==> src/design/evrp_pkg.sv <==
`default_nettype none
package evrp_pkg;

   // frame end status codes
   localparam logic [2:0] ST_OK     = 3'd0;
   localparam logic [2:0] ST_SHORT  = 3'd1;
   localparam logic [2:0] ST_HEADER = 3'd2;
   localparam logic [2:0] ST_COUNT  = 3'd3;
   localparam logic [2:0] ST_RECORD = 3'd4;
   localparam logic [2:0] ST_HIGH   = 3'd5;
   localparam logic [2:0] ST_END    = 3'd6;

   // result kinds
   localparam logic KIND_RECORD = 1'b0;
   localparam logic KIND_STATUS = 1'b1;

   // input opcodes
   localparam logic OP_BYTE  = 1'b0;
   localparam logic OP_EMPTY = 1'b1;

   // byte values of the framing
   localparam logic [7:0] BYTE_ESC     = 8'hFF;
   localparam logic [7:0] BYTE_ESC_00  = 8'h01;
   localparam logic [7:0] BYTE_ESC_FF  = 8'h02;
   localparam logic [7:0] BYTE_END     = 8'h03;
   localparam logic [7:0] BYTE_HEADER  = 8'h01;
   localparam logic [7:0] COUNT_EMPTY  = 8'hFF;

   localparam int RSP_DATA_W = 32;

   // one queue entry: an optional record and an optional frame status
   typedef struct packed {
      logic               has_rec;
      logic [6:0]         rec_type;
      logic signed [15:0] rec_value;
      logic               has_stat;
      logic [2:0]         status;
      logic               hdr_mismatch;
   } entry_type;

endpackage
`default_nettype wire

==> src/design/evrp_front.sv <==
`default_nettype none
module evrp_front (
   input  wire logic               clock,
   input  wire logic               reset,
   input  wire logic               accept,
   input  wire logic               opcode,
   input  wire logic [7:0]         data_byte,
   input  wire logic               last_byte,
   output logic                    push,
   output evrp_pkg::entry_type     push_entry
);
   import evrp_pkg::*;

   typedef enum logic [3:0] {
      PH_HEADER, PH_COUNT, PH_TYPE, PH_LOW, PH_HIGH,
      PH_END0, PH_END1, PH_IGNORE, PH_SKIP
   } phase_type;

   phase_type  phase_ff, phase_in;
   logic       esc_ff, esc_in;
   logic [7:0] vars_ff, vars_in;
   logic [6:0] type_ff, type_in;
   logic       wide_ff, wide_in;
   logic [7:0] low_ff, low_in;
   logic [2:0] err_ff, err_in;
   logic       hdr_ff, hdr_in;

   // status code for the part being read
   function automatic logic [2:0] stage_code(input phase_type ph, input logic [2:0] err);
      logic [2:0] code;
      unique case (ph)
         PH_HEADER:         code = ST_HEADER;
         PH_COUNT:          code = ST_COUNT;
         PH_TYPE, PH_LOW:   code = ST_RECORD;
         PH_HIGH:           code = ST_HIGH;
         PH_IGNORE:         code = ST_OK;
         PH_SKIP:           code = err;
         default:           code = ST_END;
      endcase
      return code;
   endfunction

   logic       first;
   logic       have;
   logic [7:0] dec;

   // per-word parse step
   always_comb begin
      phase_in   = phase_ff;
      esc_in     = esc_ff;
      vars_in    = vars_ff;
      type_in    = type_ff;
      wide_in    = wide_ff;
      low_in     = low_ff;
      err_in     = err_ff;
      hdr_in     = hdr_ff;
      push_entry = '0;
      have       = 1'b0;
      dec        = '0;
      first      = (phase_ff == PH_HEADER) && !esc_ff;

      if (accept) begin
         if (opcode == OP_EMPTY) begin
            push_entry.has_stat = 1'b1;
            push_entry.status   = ST_OK;
         end else begin
            unique case (phase_ff)
               PH_HEADER, PH_COUNT, PH_TYPE, PH_LOW, PH_HIGH: begin
                  // escape decode
                  if (esc_ff) begin
                     esc_in = 1'b0;
                     if (data_byte == BYTE_ESC_00) begin
                        dec  = 8'h00;
                        have = 1'b1;
                     end else if (data_byte == BYTE_ESC_FF) begin
                        dec  = 8'hFF;
                        have = 1'b1;
                     end else begin
                        err_in   = stage_code(phase_ff, err_ff);
                        phase_in = PH_SKIP;
                     end
                  end else if (data_byte == BYTE_ESC) begin
                     esc_in = 1'b1;
                  end else begin
                     dec  = data_byte;
                     have = 1'b1;
                  end
                  // field decode
                  if (have) begin
                     unique case (phase_ff)
                        PH_HEADER: begin
                           hdr_in   = (dec != BYTE_HEADER);
                           phase_in = PH_COUNT;
                        end
                        PH_COUNT: begin
                           if (dec == COUNT_EMPTY) begin
                              phase_in = PH_IGNORE;
                           end else begin
                              vars_in  = dec;
                              phase_in = (dec == 8'h00) ? PH_END0 : PH_TYPE;
                           end
                        end
                        PH_TYPE: begin
                           type_in  = dec[6:0];
                           wide_in  = dec[7];
                           phase_in = PH_LOW;
                        end
                        PH_LOW: begin
                           low_in = dec;
                           if (wide_ff) begin
                              phase_in = PH_HIGH;
                           end else begin
                              push_entry.has_rec   = 1'b1;
                              push_entry.rec_type  = type_ff;
                              push_entry.rec_value = {8'h00, dec};
                              vars_in  = vars_ff - 8'd1;
                              phase_in = (vars_in == 8'h00) ? PH_END0 : PH_TYPE;
                           end
                        end
                        default: begin
                           push_entry.has_rec   = 1'b1;
                           push_entry.rec_type  = type_ff;
                           push_entry.rec_value = {dec, low_ff};
                           vars_in  = vars_ff - 8'd1;
                           phase_in = (vars_in == 8'h00) ? PH_END0 : PH_TYPE;
                        end
                     endcase
                  end
               end
               PH_END0: begin
                  if (data_byte == BYTE_ESC) begin
                     phase_in = PH_END1;
                  end else begin
                     err_in   = ST_END;
                     phase_in = PH_SKIP;
                  end
               end
               PH_END1: begin
                  if (data_byte == BYTE_END && last_byte) begin
                     phase_in = PH_IGNORE;
                  end else begin
                     err_in   = ST_END;
                     phase_in = PH_SKIP;
                  end
               end
               default: begin
               end
            endcase

            // frame end status
            if (last_byte) begin
               push_entry.has_stat     = 1'b1;
               push_entry.status       = first ? ST_SHORT : stage_code(phase_in, err_in);
               push_entry.hdr_mismatch = first ? 1'b0 : hdr_in;
            end
         end

         // frame state returns to idle after any frame end
         if (opcode == OP_EMPTY || last_byte) begin
            phase_in = PH_HEADER;
            esc_in   = 1'b0;
            vars_in  = '0;
            type_in  = '0;
            wide_in  = 1'b0;
            low_in   = '0;
            err_in   = ST_OK;
            hdr_in   = 1'b0;
         end
      end
      push = accept && (push_entry.has_rec || push_entry.has_stat);
   end

   // parser state
   always_ff @(posedge clock) begin
      if (reset) begin
         phase_ff <= PH_HEADER;
         esc_ff   <= 1'b0;
         vars_ff  <= '0;
         type_ff  <= '0;
         wide_ff  <= 1'b0;
         low_ff   <= '0;
         err_ff   <= ST_OK;
         hdr_ff   <= 1'b0;
      end else begin
         phase_ff <= phase_in;
         esc_ff   <= esc_in;
         vars_ff  <= vars_in;
         type_ff  <= type_in;
         wide_ff  <= wide_in;
         low_ff   <= low_in;
         err_ff   <= err_in;
         hdr_ff   <= hdr_in;
      end
   end

   a_skip_has_code: assert property (@(posedge clock) disable iff (reset)
      phase_ff == PH_SKIP |-> err_ff != ST_OK)
      else $error("skip phase without an error code");

   a_pending_escape_only_in_fields: assert property (@(posedge clock) disable iff (reset)
      esc_ff |-> phase_ff == PH_HEADER || phase_ff == PH_COUNT || phase_ff == PH_TYPE
                 || phase_ff == PH_LOW || phase_ff == PH_HIGH)
      else $error("escape pending outside field parsing");

   a_word_ends_frame: assert property (@(posedge clock) disable iff (reset)
      accept && (opcode == OP_EMPTY || last_byte) |-> push && push_entry.has_stat)
      else $error("frame end gave no status");

endmodule
`default_nettype wire

==> src/design/evrp_queue.sv <==
`default_nettype none
module evrp_queue #(
   parameter int DEPTH = 4
) (
   input  wire logic                clock,
   input  wire logic                reset,
   input  wire logic                push,
   input  wire evrp_pkg::entry_type push_entry,
   input  wire logic                pop,
   output logic                     full,
   output logic                     head_valid,
   output evrp_pkg::entry_type      head_entry
);
   import evrp_pkg::*;

   localparam int AW = (DEPTH > 1) ? $clog2(DEPTH) : 1;
   localparam int CW = $clog2(DEPTH + 1);

   entry_type       slot_ff [DEPTH];
   logic [AW-1:0]   wr_ff, wr_in;
   logic [AW-1:0]   rd_ff, rd_in;
   logic [CW-1:0]   count_ff, count_in;
   logic            do_push, do_pop;

   assign full       = (count_ff == CW'(DEPTH));
   assign head_valid = (count_ff != '0);
   assign head_entry = slot_ff[rd_ff];
   assign do_push    = push && !full;
   assign do_pop     = pop && head_valid;

   // pointer and fill count update
   always_comb begin
      wr_in    = wr_ff;
      rd_in    = rd_ff;
      count_in = count_ff;
      if (do_push) begin
         wr_in = (wr_ff == AW'(DEPTH - 1)) ? '0 : wr_ff + AW'(1);
      end
      if (do_pop) begin
         rd_in = (rd_ff == AW'(DEPTH - 1)) ? '0 : rd_ff + AW'(1);
      end
      if (do_push && !do_pop) begin
         count_in = count_ff + CW'(1);
      end else if (do_pop && !do_push) begin
         count_in = count_ff - CW'(1);
      end
   end

   always_ff @(posedge clock) begin
      if (reset) begin
         wr_ff    <= '0;
         rd_ff    <= '0;
         count_ff <= '0;
      end else begin
         wr_ff    <= wr_in;
         rd_ff    <= rd_in;
         count_ff <= count_in;
      end
   end

   // entry storage
   always_ff @(posedge clock) begin
      if (do_push) begin
         slot_ff[wr_ff] <= push_entry;
      end
   end

   a_no_overflow: assert property (@(posedge clock) disable iff (reset)
      !(push && full))
      else $error("push into a full queue");

   a_count_bound: assert property (@(posedge clock) disable iff (reset)
      count_ff <= CW'(DEPTH))
      else $error("queue count beyond depth");

   a_entry_not_empty: assert property (@(posedge clock) disable iff (reset)
      head_valid |-> head_entry.has_rec || head_entry.has_stat)
      else $error("queued entry carries no result");

endmodule
`default_nettype wire

==> src/design/evrp_back.sv <==
`default_nettype none
module evrp_back (
   input  wire logic                          clock,
   input  wire logic                          reset,
   input  wire logic                          head_valid,
   input  wire evrp_pkg::entry_type           head_entry,
   output logic                               pop,
   output logic                               rsp_tvalid,
   input  wire logic                          rsp_tready,
   output logic [evrp_pkg::RSP_DATA_W-1:0]    rsp_tdata,
   output logic                               rsp_tuser,
   output logic                               rsp_tlast
);
   import evrp_pkg::*;

   entry_type ent_ff, ent_in;
   logic      vld_ff, vld_in;
   logic      part_ff, part_in;
   logic      is_rec, take, done, load;

   // current result of the held entry
   assign is_rec     = !part_ff && ent_ff.has_rec;
   assign rsp_tvalid = vld_ff;
   assign rsp_tuser  = is_rec ? KIND_RECORD : KIND_STATUS;
   assign rsp_tlast  = is_rec ? !ent_ff.has_stat : 1'b1;
   assign rsp_tdata  = is_rec
      ? {5'd0, 1'b0, ST_OK, ent_ff.rec_value, ent_ff.rec_type}
      : {5'd0, ent_ff.hdr_mismatch, ent_ff.status, 16'd0, 7'd0};

   assign take = vld_ff && rsp_tready;
   assign done = take && rsp_tlast;
   assign load = !vld_ff || done;
   assign pop  = load && head_valid;

   // entry hand-off and result sequencing
   always_comb begin
      ent_in  = ent_ff;
      vld_in  = vld_ff;
      part_in = part_ff;
      if (load) begin
         vld_in  = head_valid;
         ent_in  = head_entry;
         part_in = 1'b0;
      end else if (take) begin
         part_in = 1'b1;
      end
   end

   always_ff @(posedge clock) begin
      if (reset) begin
         vld_ff  <= 1'b0;
         part_ff <= 1'b0;
      end else begin
         vld_ff  <= vld_in;
         part_ff <= part_in;
      end
   end

   always_ff @(posedge clock) begin
      ent_ff <= ent_in;
   end

   a_status_fields_clear: assert property (@(posedge clock) disable iff (reset)
      rsp_tvalid && rsp_tuser == KIND_STATUS |-> rsp_tdata[22:0] == '0 && rsp_tlast)
      else $error("status word carries record fields");

   a_record_fields_clear: assert property (@(posedge clock) disable iff (reset)
      rsp_tvalid && rsp_tuser == KIND_RECORD |-> rsp_tdata[26:23] == '0)
      else $error("record word carries status fields");

   a_second_part_is_status: assert property (@(posedge clock) disable iff (reset)
      take && !rsp_tlast |=> vld_ff && rsp_tuser == KIND_STATUS)
      else $error("record not followed by its status");

endmodule
`default_nettype wire

==> src/design/escaped_variable_record_parser.sv <==
`default_nettype none
// Escaped variable record parser. Takes one raw frame byte per word on req_
// (tuser = 1 marks an empty frame, tlast the frame's final byte) and returns
// decoded records and one end-of-frame status on rsp_. The front parser
// handles a byte in the cycle it is accepted, so the input runs at one word
// per cycle while the queue is not full; a word that both completes a record
// and ends the frame yields two result words, which the output stage sends
// one after the other, record first. A queue of QUEUE_DEPTH entries between
// parser and output stage absorbs such bursts and output stalls. Records of
// a frame whose status is non-zero are to be discarded by the consumer.
module escaped_variable_record_parser #(
   parameter int QUEUE_DEPTH = 4
) (
   input  wire logic                          clock,
   input  wire logic                          reset,
   input  wire logic                          req_tvalid,
   output logic                               req_tready,
   input  wire logic [7:0]                    req_tdata,  // data_byte
   input  wire logic                          req_tuser,  // opcode
   input  wire logic                          req_tlast,  // last_byte
   output logic                               rsp_tvalid,
   input  wire logic                          rsp_tready,
   // var_type[6:0], var_value[22:7], status[25:23], header_mismatch[26], zero
   output logic [evrp_pkg::RSP_DATA_W-1:0]    rsp_tdata,
   output logic                               rsp_tuser,  // kind
   output logic                               rsp_tlast   // run_last
);
   import evrp_pkg::*;

   logic      accept, push, pop, full, head_valid;
   entry_type push_entry, head_entry;

   assign req_tready = !full;
   assign accept     = req_tvalid && req_tready;

   // byte parser
   evrp_front u_front (
      .clock      (clock),
      .reset      (reset),
      .accept     (accept),
      .opcode     (req_tuser),
      .data_byte  (req_tdata),
      .last_byte  (req_tlast),
      .push       (push),
      .push_entry (push_entry)
   );

   // result queue
   evrp_queue #(
      .DEPTH (QUEUE_DEPTH)
   ) u_queue (
      .clock      (clock),
      .reset      (reset),
      .push       (push),
      .push_entry (push_entry),
      .pop        (pop),
      .full       (full),
      .head_valid (head_valid),
      .head_entry (head_entry)
   );

   // output sequencer
   evrp_back u_back (
      .clock      (clock),
      .reset      (reset),
      .head_valid (head_valid),
      .head_entry (head_entry),
      .pop        (pop),
      .rsp_tvalid (rsp_tvalid),
      .rsp_tready (rsp_tready),
      .rsp_tdata  (rsp_tdata),
      .rsp_tuser  (rsp_tuser),
      .rsp_tlast  (rsp_tlast)
   );

endmodule
`default_nettype wire

==> config.mk <==
export PLATFORM = sky130hd
export DESIGN_NAME = escaped_variable_record_parser
export DESIGN_NICKNAME = d
export VERILOG_FILES = /design/src/design/evrp_pkg.sv /design/src/design/evrp_front.sv /design/src/design/evrp_queue.sv /design/src/design/evrp_back.sv /design/src/design/escaped_variable_record_parser.sv
export SDC_FILE = /design/constraint.sdc
export NUM_CORES = 1
export LEC_CHECK = 0
export ABC_AREA = 1
export BUFFER_PORTS_ARGS = -buffer_cell sky130_fd_sc_hd__buf_2
export CORE_MARGIN = 2
export CORE_UTILIZATION = 46
export CTS_CLUSTER_SIZE = 25
export DETAILED_ROUTE_END_ITERATION = 7
export PLACE_DENSITY = 0.68
export RECOVER_POWER = 100
export SKIP_CTS_REPAIR_TIMING = 1
export SYNTH_ARGS = -nofsm -noshare
export SYNTH_HDL_FRONTEND = slang
export SYNTH_HIERARCHICAL = 1
export SYNTH_SLANG_ARGS = --single-unit
==> constraint.sdc <==
create_clock -name clock -period 3.1 [get_ports clock]
set_input_delay 0.155 -clock clock [delete_from_list [all_inputs] [get_ports clock]]
set_output_delay 0.155 -clock clock [all_outputs]
set_load 0.02 [all_outputs]
# Word-level counts from Yosys, hierarchy flattened
# Memories as Yosys holds them, arrays and structs flattened. A register that Yosys moved wholly into a read port is not among the register bits.
# Index checks and enable logic that the tools add are counted.
word_totals:
  register_bits: 42
  ram_bits: 116
  inputBits: 14
  elab_cells: 181
  n_memories: 1
mem_list:
  columns: ["name", "words", "width", "rd", "rd_clocked_by_memory_dff", "wr", "line", "source"]
  rows:
  - ["u_queue.slot_ff", 4, 29, 1, 1, 1, "evrp_queue.sv:19", "entry_type slot_ff [DEPTH];"]
op_classes:
  addsub: 5
  n_eq_ne: 27
  mux: 92
  reduce_logical: 43
ops:
  columns: ["cell", "count"]
  rows:
  - ["8-bit 2-to-1 mux", 18]
  - ["24-bit 2-to-1 mux", 4]
  - ["4-bit 2-to-1 mux", 13]
  - ["24-bit one-hot mux with 2 select lines", 1]
  - ["3-bit 2-to-1 mux", 12]
  - ["3-bit one-hot mux with 6 select lines", 2]
  - ["7-bit 2-to-1 mux", 5]
  - ["29-bit 2-to-1 mux", 1]
  - ["1-bit 2-to-1 mux", 28]
  - ["27-bit 2-to-1 mux", 1]
  - ["4-bit by 3-bit == test with 1-bit output (second input constant)", 6]
  - ["8-bit one-hot mux with 3 select lines", 1]
  - ["4-bit by 2-bit == test with 1-bit output (second input constant)", 4]
  - ["8-bit by 2-bit == test with 1-bit output (second input constant)", 2]
  - ["8-bit == test (second input constant)", 2]
  - ["8-bit logical NOT", 2]
  - ["4-bit one-hot mux with 4 select lines", 1]
  - ["1-bit logical AND", 12]
  - ["4-bit one-hot mux with 3 select lines", 1]
  - ["5-bit AND reduction", 2]
  - ["2-bit nonzero test", 5]
  - ["3-bit one-hot mux with 3 select lines", 1]
  - ["4-bit by 1-bit == test with 1-bit output (second input constant)", 2]
  - ["4-bit == test (second input constant)", 2]
  - ["22 further kinds", 39]

# Logic depth before layout (Yosys ltp)
# Gate-level depths: netlist of run 1.
logic_depth:
  word_depth: 29
  depth_mapped: 25

# Modules after synthesis
# Netlist of run 1, hierarchy kept.
by_module_without_submodules:
  columns: ["module", "n_inst", "cells_each", "area_each_um2", "seq_area_each_um2"]
  rows:
  - ["evrp_queue", 1, 351, 5111.2, 3663.5]
  - ["evrp_front", 1, 470, 2672.6, 660.6]
  - ["evrp_back", 1, 106, 1242.4, 910.9]
  - ["escaped_variable_record_parser", 1, 3, 13.8, 0.0]

# Worst setup path after synthesis of run 1
# OpenSTA, ideal clock, no wires.
synth_timing:
  kind: "reg-to-reg"
  startpoint: "reg u_front.phase_ff[2]"
  endpoint: "mem u_queue/slot_ff[3][0] (netlist name), enable pin"
  setup_time_ps: 415
  arrival_time_ps: 2902
  setup_slack_ps: -217
  stages_incl_launch_ff: 13
  path_buffers: 0
  period_less_slack_ps: 3317
  cell_sequence: "dfxtp_1 inv_1 nor2_1 inv_2 nor2_1 nor2_1 nor2_1 nand3_1 nor2_1 inv_1 nand2_1 nand2_2 nor2_1"
synth_lines:
  columns: ["item", "line", "source"]
  rows:
  - ["start: declaration", "evrp_front.sv:19", "phase_type phase_ff, phase_in;"]
  - ["start signal: assignment", "evrp_front.sv:185", "phase_ff <= phase_in;"]
  - ["end: declaration", "evrp_queue.sv:19", null]

==> flow_metrics.env, run 1 <==
export IMPL_cts_htree_levels=4
export IMPL_syn_area_sq_um=9040
export IMPL_worst_pin_slew_ns=1.87
export IMPL_crit_arrival_ns=2.88
export IMPL_reg2reg_from="u_front/phase_ff[0]$_SDFFE_PP0P_"
export IMPL_finalHoldViolations=0
export IMPL_globalplace_congestion=0.872
export IMPL_setup_viol=0
export IMPL_fin_area_sq_um=10000
export IMPL_placed_area_sq_um=9530
export IMPL_status="finished with violations"
export IMPL_syn_inst=930
export IMPL_cts_sinks=189
export IMPL_min_period_over_period_pct=91.3
export IMPL_timing_final_crit_period_ns=2.83
export IMPL_synth_compound_area_share_pct=11.6
export IMPL_cts_tree="yes"
export IMPL_wire_per_inst_um=15.1
export IMPL_core_area_sq_um=19400
export IMPL_track_usage_pct=19.0
export IMPL_slew_headroom_pct=-24.8
export IMPL_fmax_ghz=0.353
export IMPL_num_rows=51
export IMPL_worstPathMaxFanout=24
export IMPL_synth_top_family_by_area="simple AND/OR/NAND/NOR gates"
export IMPL_final_common_cell="nand2_1"
export IMPL_multiInputGateArea_sq_um=3140
export IMPL_clkTransAtPathRegs_ns=0.07
export IMPL_nets=1006
export IMPL_violations="capacitance limit, slew limit"
export IMPL_synth_seq_area_share_pct=57.9
export IMPL_area_growth_pct=10.9
export IMPL_synth_adder_area_share_pct=1.33
export IMPL_syn_area_per_cell_sq_um=9.72
export IMPL_synth_seq_cells=189
export IMPL_cts_buffers_inserted=17
export IMPL_antenna_found_initial=0
export IMPL_peakVddDrop_mv=0.433
export IMPL_p_leak_nw=3.75
export IMPL_hp_class="in -> reg"
export IMPL_powerDensity_nw_per_um2=818
export IMPL_synthXorXnorAreaFrac_pct=0.194
export IMPL_drc=0
export IMPL_cts_root_buf="clkbuf_16"
export IMPL_worstPathRequired_ns=3.15
export IMPL_slew_violations=30
export IMPL_io_pins=50
export IMPL_synth_cell_types=43
export IMPL_fin_ws_ns=0.270
export IMPL_grt_first_pass_wirelength_mm=30.1
export IMPL_crit_path_end_kind="register"
export IMPL_place_ws_ns=0.125
export IMPL_viasPerCell=5.14
export IMPL_startpoint="u_front/phase_ff[0]$_SDFFE_PP0P_"
export IMPL_grt_ovfl_total=0
export IMPL_clk_latency_ns=0.43
export IMPL_grt_max_degree=59
export IMPL_dr_total_vias=6476
export IMPL_die_y_um=144
export IMPL_insertedDiodeCount=0
export IMPL_place_hpwl_mm=12.4
export IMPL_die_area_sq_um=20800
export IMPL_ys_warn_count=6
export IMPL_finClkSkew_ns=0.00960
export IMPL_first_global_vias=6018
export IMPL_start_util_pct=46.6
export IMPL_port_buffer_count=44
export IMPL_start_kind="register"
export IMPL_synth_simple_area_share_pct=21.5
export IMPL_drt_initial_drc_count=506
export IMPL_final_cell_mix="nand2_1 (151), nor2_1 (147), edfxtp_1 (145)"
export IMPL_firstDrtPassIters=5
export IMPL_register_area_sq_um=5240
export IMPL_routed_wirelength_mm=19.1
export IMPL_rsz0062_at_grt="false"
export IMPL_synthMuxAreaShare_pct=0
export IMPL_hold_start="req_tlast"
export IMPL_layout_drive_gt1_share_pct=14.9
export IMPL_drv_cap=1
export IMPL_clock_path_buffers=2
export IMPL_dieWidth_um=144
export IMPL_nFillCells=1798
export IMPL_path_class="reg -> reg"
export IMPL_drt_antenna_violating_nets=0
per-layer routing:
| metal | track usage, % | up-vias | wire length, um |
|---|---|---|---|
| met4 | 5.98 | 0 | 314 |
| met2 | 33.5 | 159 | 9480 |
| li1 | - | 3204 | - |
| met1 | 23.4 | 3089 | 8410 |
| met3 | 4.14 | 24 | 845 |
| met5 | 0 | - | 0 |
cell usage after synthesis (all sizes together):
| cell type | instances | area share (%) |
|---|---|---|
| a2111oi | 1 | 0.097 |
| a211oi | 5 | 0.42 |
| a21boi | 1 | 0.083 |
| a21oi | 42 | 2.4 |
| a22oi | 1 | 0.083 |
| a31o | 1 | 0.097 |
| buf | 25 | 2.3 |
| clkbuf | 9 | 0.37 |
| clkinv | 2 | 0.083 |
| conb | 1 | 0.041 |
| dfxtp | 44 | 9.7 |
| edfxtp | 145 | 48 |
| fa | 1 | 0.22 |
| ha | 8 | 1.1 |
| inv | 112 | 4.7 |
| nand2 | 170 | 7.7 |
| nand3 | 38 | 2.2 |
| nand3b | 2 | 0.17 |
| nand4 | 8 | 0.86 |
| nor2 | 187 | 10 |
| nor3 | 8 | 0.44 |
| nor4 | 1 | 0.069 |
| o2111ai | 1 | 0.097 |
| o211a | 1 | 0.11 |
| o211ai | 4 | 0.33 |
| o21ai | 80 | 4.5 |
| o22ai | 30 | 3.5 |
| xor2 | 2 | 0.19 |
area by class of cell:
cell class                      instances  area share, %
Clock buffer                           20           4.36
Clock inverter                         12           1.44
Inverter                              114           4.27
Multi-Input combinational cell        597           31.3
Sequential cell                       189           52.2
Tap cell                              265           3.31
Timing Repair Buffer                   64           3.11
sequential cells by signal, summed over array words and instances (netlist names), 2 cells and up, named ones only:
register	count
u_queue/slot_ff	116
u_back/ent_ff	29
u_front/low_ff	8
u_front/vars_ff	8
u_front/type_ff	7
u_front/phase_ff	4
u_front/err_ff	3
u_queue/count_ff	3
u_queue/rd_ff	2
u_queue/wr_ff	2
critical path: stages, from the launching register on:
cell      delay, ns
dfxtp_1        0.37
nor2_2         0.19
inv_1          0.09
nor2_2         0.18
nor2_1         0.11
nor2_2         0.15
nand3_1        0.13
nor2_2         0.14
inv_2          0.09
nand2_1        0.12
nand2_2        0.11
nor2_1         0.14
clkbuf_2       0.63
logic make-up after synthesis:
group / Yosys count
AO/OA/AOI/OAI: 167
other: 1
adder cells (fa/ha/maj): 9
flip-flops: 189
AND/OR/NAND/NOR: 414
buffers and inverters: 148
XOR/XNOR: 2
per-stage QoR:
step	setup TNS, ns	util (%)	power, mW	hold WS, ns	std cells
2_1_floorplan	-25.13	-	5.55	0.227	934
3_3_place_gp	0	49.1	6.12	0.402	1228
3_5_place_dp	0	49.1	6.18	0.423	1228
4_1_cts	0	52.1	8.33	-0.0243	1260
5_1_grt	0	51.7	8.72	0.231	1261
6_report	0	51.7	8.20	0.212	1261
final timing paths:
path | endpoint | slack, ns | cells past startpoint
max | u_queue/slot_ff[3][24]$_DFFE_PP_ | 0.27 | 12
min | u_front/vars_ff[4]$_SDFFE_PP0P_ | 0.21 | 5
max reg2reg | u_queue/slot_ff[3][24]$_DFFE_PP_ | 0.27 | 12
min reg2reg | u_front/type_ff[4]$_SDFFE_PP0P_ | 0.46 | 2
power breakdown:
| part | internal (mW) | total, mW | leakage, nW | switching (mW) |
|---|---|---|---|---|
| sequential | 3.31 | 3.46 | 1.72 | 0.154 |
| combinational | 0.764 | 2.59 | 1.75 | 1.82 |
| clock | 1.26 | 2.15 | 0.277 | 0.887 |
(Power assumes the default switching activity.)
==> run 2, diff against run 1 <==
Settings changed: CORE_ASPECT_RATIO from default to 1.5, REMOVE_ABC_BUFFERS from default to 1.
==> run 2 against run 1 <==
Effect of this change:
- the flow still finishes with violations (capacitance limit, slew limit)
- sequential share of layout area down 0.30 points
- core utilization rose by 0.74 points
- power grew 2.3%
- critical path depth rose by 4
- worst hold slack better by 0.025 ns
- critical endpoint is now u_queue/count_ff[1]$_SDFFE_PP0P_
- largest cell class unchanged
- largest power group unchanged
==> flow_metrics.env, run 2 (synthesis results as in run 1) <==
export IMPL_status="finished with violations"
export IMPL_violations="capacitance limit, slew limit"
export IMPL_peakVddDrop_mv=0.367
export IMPL_cp_common_cell="inv_1"
export IMPL_hp_class="in -> reg"
export IMPL_path_class="reg -> reg"
export IMPL_nFillCells=1792
export IMPL_drt_initial_drc_count=345
export IMPL_port_buffer_count=44
export IMPL_layout_drive_gt1_share_pct=15.7
export IMPL_crit_chain="nor2_1, nand2_2, inv_1, nor2_2, inv_1, clkbuf_1, nor2_1, inv_1, nand2_2, nand2_4, inv_1, ha_1, inv_1, fa_1, o21ai_0, nor2_1"
export IMPL_worst_path_buf_inv=6
export IMPL_cts_htree_levels=4
export IMPL_power_switching_mw=2.89
export IMPL_drt_antenna_violating_nets=0
export IMPL_die_y_um=176
export IMPL_fmax_ghz=0.353
export IMPL_drc=0
export IMPL_start_kind="register"
export IMPL_slowest_stage="fa_1"
export IMPL_drv_cap=1
export IMPL_register_area_sq_um=5240
export IMPL_place_hpwl_mm=12.4
export IMPL_nets=1006
export IMPL_clock_path_buffers=2
export IMPL_worstPathMaxFanout=11
export IMPL_multiInputGateArea_sq_um=3150
export IMPL_first_global_vias=6164
export IMPL_power_frac_comb_pct=30.7
export IMPL_num_rows=62
export IMPL_finalNonFillerCells=1252
export IMPL_area_growth_pct=11.6
export IMPL_viasPerCell=5.13
export IMPL_cellInternalPower_mw=5.50
export IMPL_die_area_sq_um=20800
export IMPL_finClkSkew_ns=0.0114
export IMPL_slew_headroom_pct=-10.1
export IMPL_place_ws_ns=0.116
export IMPL_slew_violations=30
export IMPL_start_util_pct=47.0
export IMPL_crit_arrival_ns=3.15
export IMPL_antenna_found_initial=0
export IMPL_dieWidth_um=118
export IMPL_cts_root_buf="clkbuf_16"
export IMPL_globalplace_congestion=0.945
export IMPL_top_regs="u_queue/slot_ff: 116 flops, u_back/ent_ff: 29 flops"
export IMPL_critical_path_top_delay_family="buffers and inverters"
export IMPL_setup_viol=0
export IMPL_clk_latency_ns=0.43
export IMPL_worstPathRequired_ns=3.42
export IMPL_powerDensity_nw_per_um2=832
export IMPL_core_area_sq_um=19200
export IMPL_grt_first_pass_wirelength_mm=30.1
export IMPL_final_cell_mix="nand2_1 (149), nor2_1 (146), edfxtp_1 (145)"
export IMPL_final_common_cell="nand2_1"
export IMPL_finalHoldViolations=0
export IMPL_rsz0062_at_grt="false"
export IMPL_crit_path_end_kind="register"
export IMPL_worst_pin_slew_ns=1.65
export IMPL_routed_wirelength_mm=18.7
export IMPL_cts_tree="yes"
export IMPL_wire_per_inst_um=14.9
export IMPL_p_leak_nw=3.78
export IMPL_clkPwrFrac_pct=28.0
export IMPL_slowest_delay_ns=0.43
export IMPL_setup_tns_final_ns=0
export IMPL_io_pins=50
export IMPL_min_period_over_period_pct=91.3
export IMPL_placedCellCount=1218
export IMPL_cts_sinks=189
export IMPL_fin_ws_ns=0.268
export IMPL_grt_ovfl_total=0
export IMPL_insertedDiodeCount=0
export IMPL_clkTransAtPathRegs_ns=0.06
export IMPL_largest_reg_flops=116
export IMPL_timing_final_crit_period_ns=2.83
export IMPL_cts_buffers_inserted=17
export IMPL_firstDrtPassIters=5
export IMPL_track_usage_pct=18.3
export IMPL_grt_max_degree=59
export IMPL_largest_register="u_queue/slot_ff"
export IMPL_p_sw_share_pct=34.4
export IMPL_p_seq_share_pct=41.3
export IMPL_dr_total_vias=6427
[run 2: cell types whose count changed in the layout (fill, tap and decap cells not counted), moves of 2 or more]
cell,change
buf_4,+3
nand2_1,-2
clkinv_4,+2
clkbuf_2,-2
bufinv_16,+2
clkbuf_1,-4
[run 2: power groups by stage]
stage | sequential, mW | clock, mW | combinational [mW]
4_1_cts | 3.46 | 2.39 | 2.70
6_report | 3.47 | 2.35 | 2.57
3_3_place_gp | 3.50 | 0 | 2.65
5_1_grt | 3.52 | 2.48 | 2.88
3_5_place_dp | 3.51 | 0 | 2.68
2_1_floorplan | 3.57 | 0 | 1.78
[run 2: per-stage QoR]
stage	power [mW]	hold slack (ns)	instance area, sq um	utilization, %
2_1_floorplan	5.35	0.224	8810	-
3_3_place_gp	6.15	0.398	9550	49.6
3_5_place_dp	6.19	0.409	9550	49.6
4_1_cts	8.55	-0.0380	10200	53.0
5_1_grt	8.88	0.264	10100	52.4
6_report	8.39	0.237	10100	52.4
[run 2: path summary, 6_finish.rpt]
kind	start	end	slack, ns	cells past startpoint
setup / recovery	u_queue/count_ff[1]$_SDFFE_PP0P_	u_queue/count_ff[1]$_SDFFE_PP0P_	0.27	16
hold / removal	req_tlast	u_front/vars_ff[4]$_SDFFE_PP0P_	0.24	5
setup reg to reg	u_queue/count_ff[1]$_SDFFE_PP0P_	u_queue/count_ff[1]$_SDFFE_PP0P_	0.27	16
hold reg to reg	u_front/type_ff[4]$_SDFFE_PP0P_	u_front/type_ff[4]$_SDFFE_PP0P_	0.46	2
[run 2: final cells by class]
| class | instances | area share (%) |
|---|---|---|
| multi-input combinational | 597 | 31.2 |
| inverter | 114 | 4.24 |
| tap | 256 | 3.18 |
| sequential | 189 | 51.9 |
| timing repair buffer | 64 | 3.05 |
| clock inverter | 15 | 2.16 |
| clock buffer | 17 | 4.22 |
[run 2: worst reg2reg max path, stage by stage (launching register included)]
cell	delay, ns
dfxtp_1	0.34
nor2_1	0.18
nand2_2	0.13
inv_1	0.11
nor2_2	0.05
inv_1	0.07
clkbuf_1	0.40
nor2_1	0.13
inv_1	0.10
nand2_2	0.09
nand2_4	0.11
inv_1	0.05
ha_1	0.21
inv_1	0.09
fa_1	0.43
o21ai_0	0.19
nor2_1	0.05
[run 2: routing by layer]
metal | global-route usage [%] | vias up | share of wire (%)
li1 | - | 3196 | -
met4 | 8.33 | 0 | 2.7
met5 | 0 | - | 0
met1 | 20.9 | 3037 | 41
met3 | 3.34 | 36 | 4.3
met2 | 33.1 | 158 | 52
==> run 3, diff against run 2 <==
Settings changed: CORE_UTILIZATION 46 to 25, PLACE_DENSITY 0.68 to 0.44.
==> run 3 against run 2 <==
Effect of this change:
- the run still ends with capacitance limit, slew limit left
- sequential cell count unchanged
- power decreased by 1.0%
- cell count increased by 18%
- worst hold slack got worse by 0.034 ns
- core utilization decreased by 24 points
- clock-buffer cell count increased by 2
- register-to-register slack improved by 0.09 ns
- routed wire length increased by 16%
- die area increased by 81%
- fmax increased by 3.4%
- critical path depth increased by 4
- largest power group unchanged
==> flow_metrics.env, run 3 (synthesis results as in run 1) <==
export IMPL_status="finished with violations"
export IMPL_violations="capacitance limit, slew limit"
export IMPL_p_sw_share_pct=35.7
export IMPL_area_growth_pct=14.2
export IMPL_routed_wirelength_mm=21.6
export IMPL_final_cell_mix="nand2_1 (153), nor2_1 (147), edfxtp_1 (145)"
export IMPL_largest_reg_flops=116
export IMPL_place_hpwl_mm=14.4
export IMPL_port_buffer_count=44
export IMPL_p_seq_share_pct=41.6
export IMPL_cts_tree="yes"
export IMPL_setup_viol=0
export IMPL_antenna_found_initial=0
export IMPL_clk_latency_ns=0.44
export IMPL_peakVddDrop_mv=0.559
export IMPL_fin_area_sq_um=10300
export IMPL_insertedDiodeCount=0
export IMPL_clkPwrFrac_pct=26.4
export IMPL_cellInternalPower_mw=5.34
export IMPL_fin_ws_ns=0.360
export IMPL_num_rows=85
export IMPL_nFillCells=3814
export IMPL_viasPerCell=4.29
export IMPL_grt_ovfl_total=0
export IMPL_track_usage_pct=11.8
export IMPL_grt_max_degree=59
export IMPL_cts_htree_levels=4
export IMPL_crit_path_end_kind="register"
export IMPL_die_y_um=237
export IMPL_worst_pin_slew_ns=1.71
export IMPL_clkTransAtPathRegs_ns=0.07
export IMPL_firstDrtPassIters=5
export IMPL_power_frac_comb_pct=32.0
export IMPL_fmax_ghz=0.365
export IMPL_cts_root_buf="clkbuf_16"
export IMPL_total_power_mw=8.30
export IMPL_timing_final_crit_period_ns=2.74
export IMPL_top_regs="u_queue/slot_ff: 116 flops, u_back/ent_ff: 29 flops"
export IMPL_core_area_sq_um=35700
export IMPL_first_global_vias=6324
export IMPL_placedCellCount=1445
export IMPL_slew_violations=30
export IMPL_powerDensity_nw_per_um2=804
export IMPL_drt_initial_drc_count=279
export IMPL_place_ws_ns=0.134
export IMPL_globalplace_congestion=0.823
export IMPL_io_pins=50
export IMPL_layout_drive_gt1_share_pct=14.9
export IMPL_path_class="reg -> reg"
export IMPL_grt_first_pass_wirelength_mm=34.4
export IMPL_nets=1010
export IMPL_start_kind="register"
export IMPL_rsz0062_at_grt="false"
export IMPL_largest_register="u_queue/slot_ff"
export IMPL_finalHoldViolations=0
export IMPL_placed_area_sq_um=9880
export IMPL_die_area_sq_um=37700
export IMPL_slowest_delay_ns=0.38
export IMPL_min_period_over_period_pct=88.4
export IMPL_post_route_util_pct=28.9
export IMPL_hp_class="in -> reg"
export IMPL_slowest_stage="fa_1"
export IMPL_drv_cap=1
export IMPL_cts_buffers_inserted=17
export IMPL_finClkSkew_ns=0.00757
export IMPL_power_switching_mw=2.97
export IMPL_cp_common_cell="inv_1"
export IMPL_finalNonFillerCells=1478
export IMPL_crit_arrival_ns=3.08
export IMPL_dr_total_vias=6343
export IMPL_wire_per_inst_um=14.6
export IMPL_p_leak_nw=3.76
export IMPL_start_util_pct=25.3
export IMPL_cts_sinks=189
export IMPL_worstPathMaxFanout=7
export IMPL_slew_headroom_pct=-14.1
export IMPL_worstPathRequired_ns=3.44
export IMPL_drt_antenna_violating_nets=0
export IMPL_dieWidth_um=159
export IMPL_clock_path_buffers=2
export IMPL_drc=0
export IMPL_crit_chain="nor2_1, inv_1, nor2_2, nor2_1, nor2_1, nand3_1, nor2_2, inv_1, nand2_1, nand2_2, inv_2, ha_1, inv_1, fa_1, inv_1, nand2_1, nand3_1, nand2_1, inv_1, nor2_1"
export IMPL_final_common_cell="nand2_1"
run 3: changes by cell type in the layout (fill, tap and decap cells not counted), sizes merged:
cell and delta:
clkbuf +2, inv -2, bufinv -2, buf +4, clkinv +2
run 3: metrics by stage:
stage / TNS [ns] / hold slack (ns)
floorplan: -30.37 / 0.224
global placement: 0 / 0.403
detailed placement: 0 / 0.411
CTS: 0 / -0.0607
global route: 0 / 0.189
finish: 0 / 0.202
run 3: path summary, 6_finish.rpt:
check | from | to | slack, ns | cells past startpoint
setup reg to reg | u_front/phase_ff[0]$_SDFFE_PP0P_ | u_queue/count_ff[2]$_SDFFE_PP0P_ | 0.36 | 20
hold / removal | req_tlast | u_front/vars_ff[4]$_SDFFE_PP0P_ | 0.20 | 5
hold reg to reg | u_front/type_ff[1]$_SDFFE_PP0P_ | u_front/type_ff[1]$_SDFFE_PP0P_ | 0.47 | 2
setup / recovery | u_front/phase_ff[0]$_SDFFE_PP0P_ | u_queue/count_ff[2]$_SDFFE_PP0P_ | 0.36 | 20
run 3: power by group through the flow:
stage               clock network, mW  registers [mW]  logic (mW)
floorplan                           0            3.57        1.78
global placement                    0            3.51        2.82
detailed placement                  0            3.51        2.83
CTS                              2.27            3.46        2.83
global route                     2.36            3.51        3.00
finish                           2.19            3.46        2.66
run 3: layout make-up:
class | count | area [sq um] | area share [%]
Clock buffer | 19 | 433 | 4.19
Clock inverter | 13 | 148 | 1.43
Inverter | 114 | 428 | 4.14
Multi-Input combinational cell | 597 | 3120 | 30.2
Sequential cell | 189 | 5240 | 50.7
Tap cell | 478 | 598 | 5.79
Timing Repair Buffer | 68 | 360 | 3.49
run 3: per-layer routing:
metal	global-route usage (%)	part of all wire, %	vias up
met2	21.6	53	105
met5	0	0	-
met1	13.2	42	3005
li1	-	-	3204
met4	5.56	2.8	0
met3	2.24	2.9	29
run 3: critical path, delay by kind of cell (launching register included):
| family | cells | cell delay (ns) |
|---|---|---|
| buf+inv | 6 | 0.40 |
| simple gates | 12 | 1.35 |
| fa+ha+maj | 2 | 0.54 |
| flops | 1 | 0.37 |
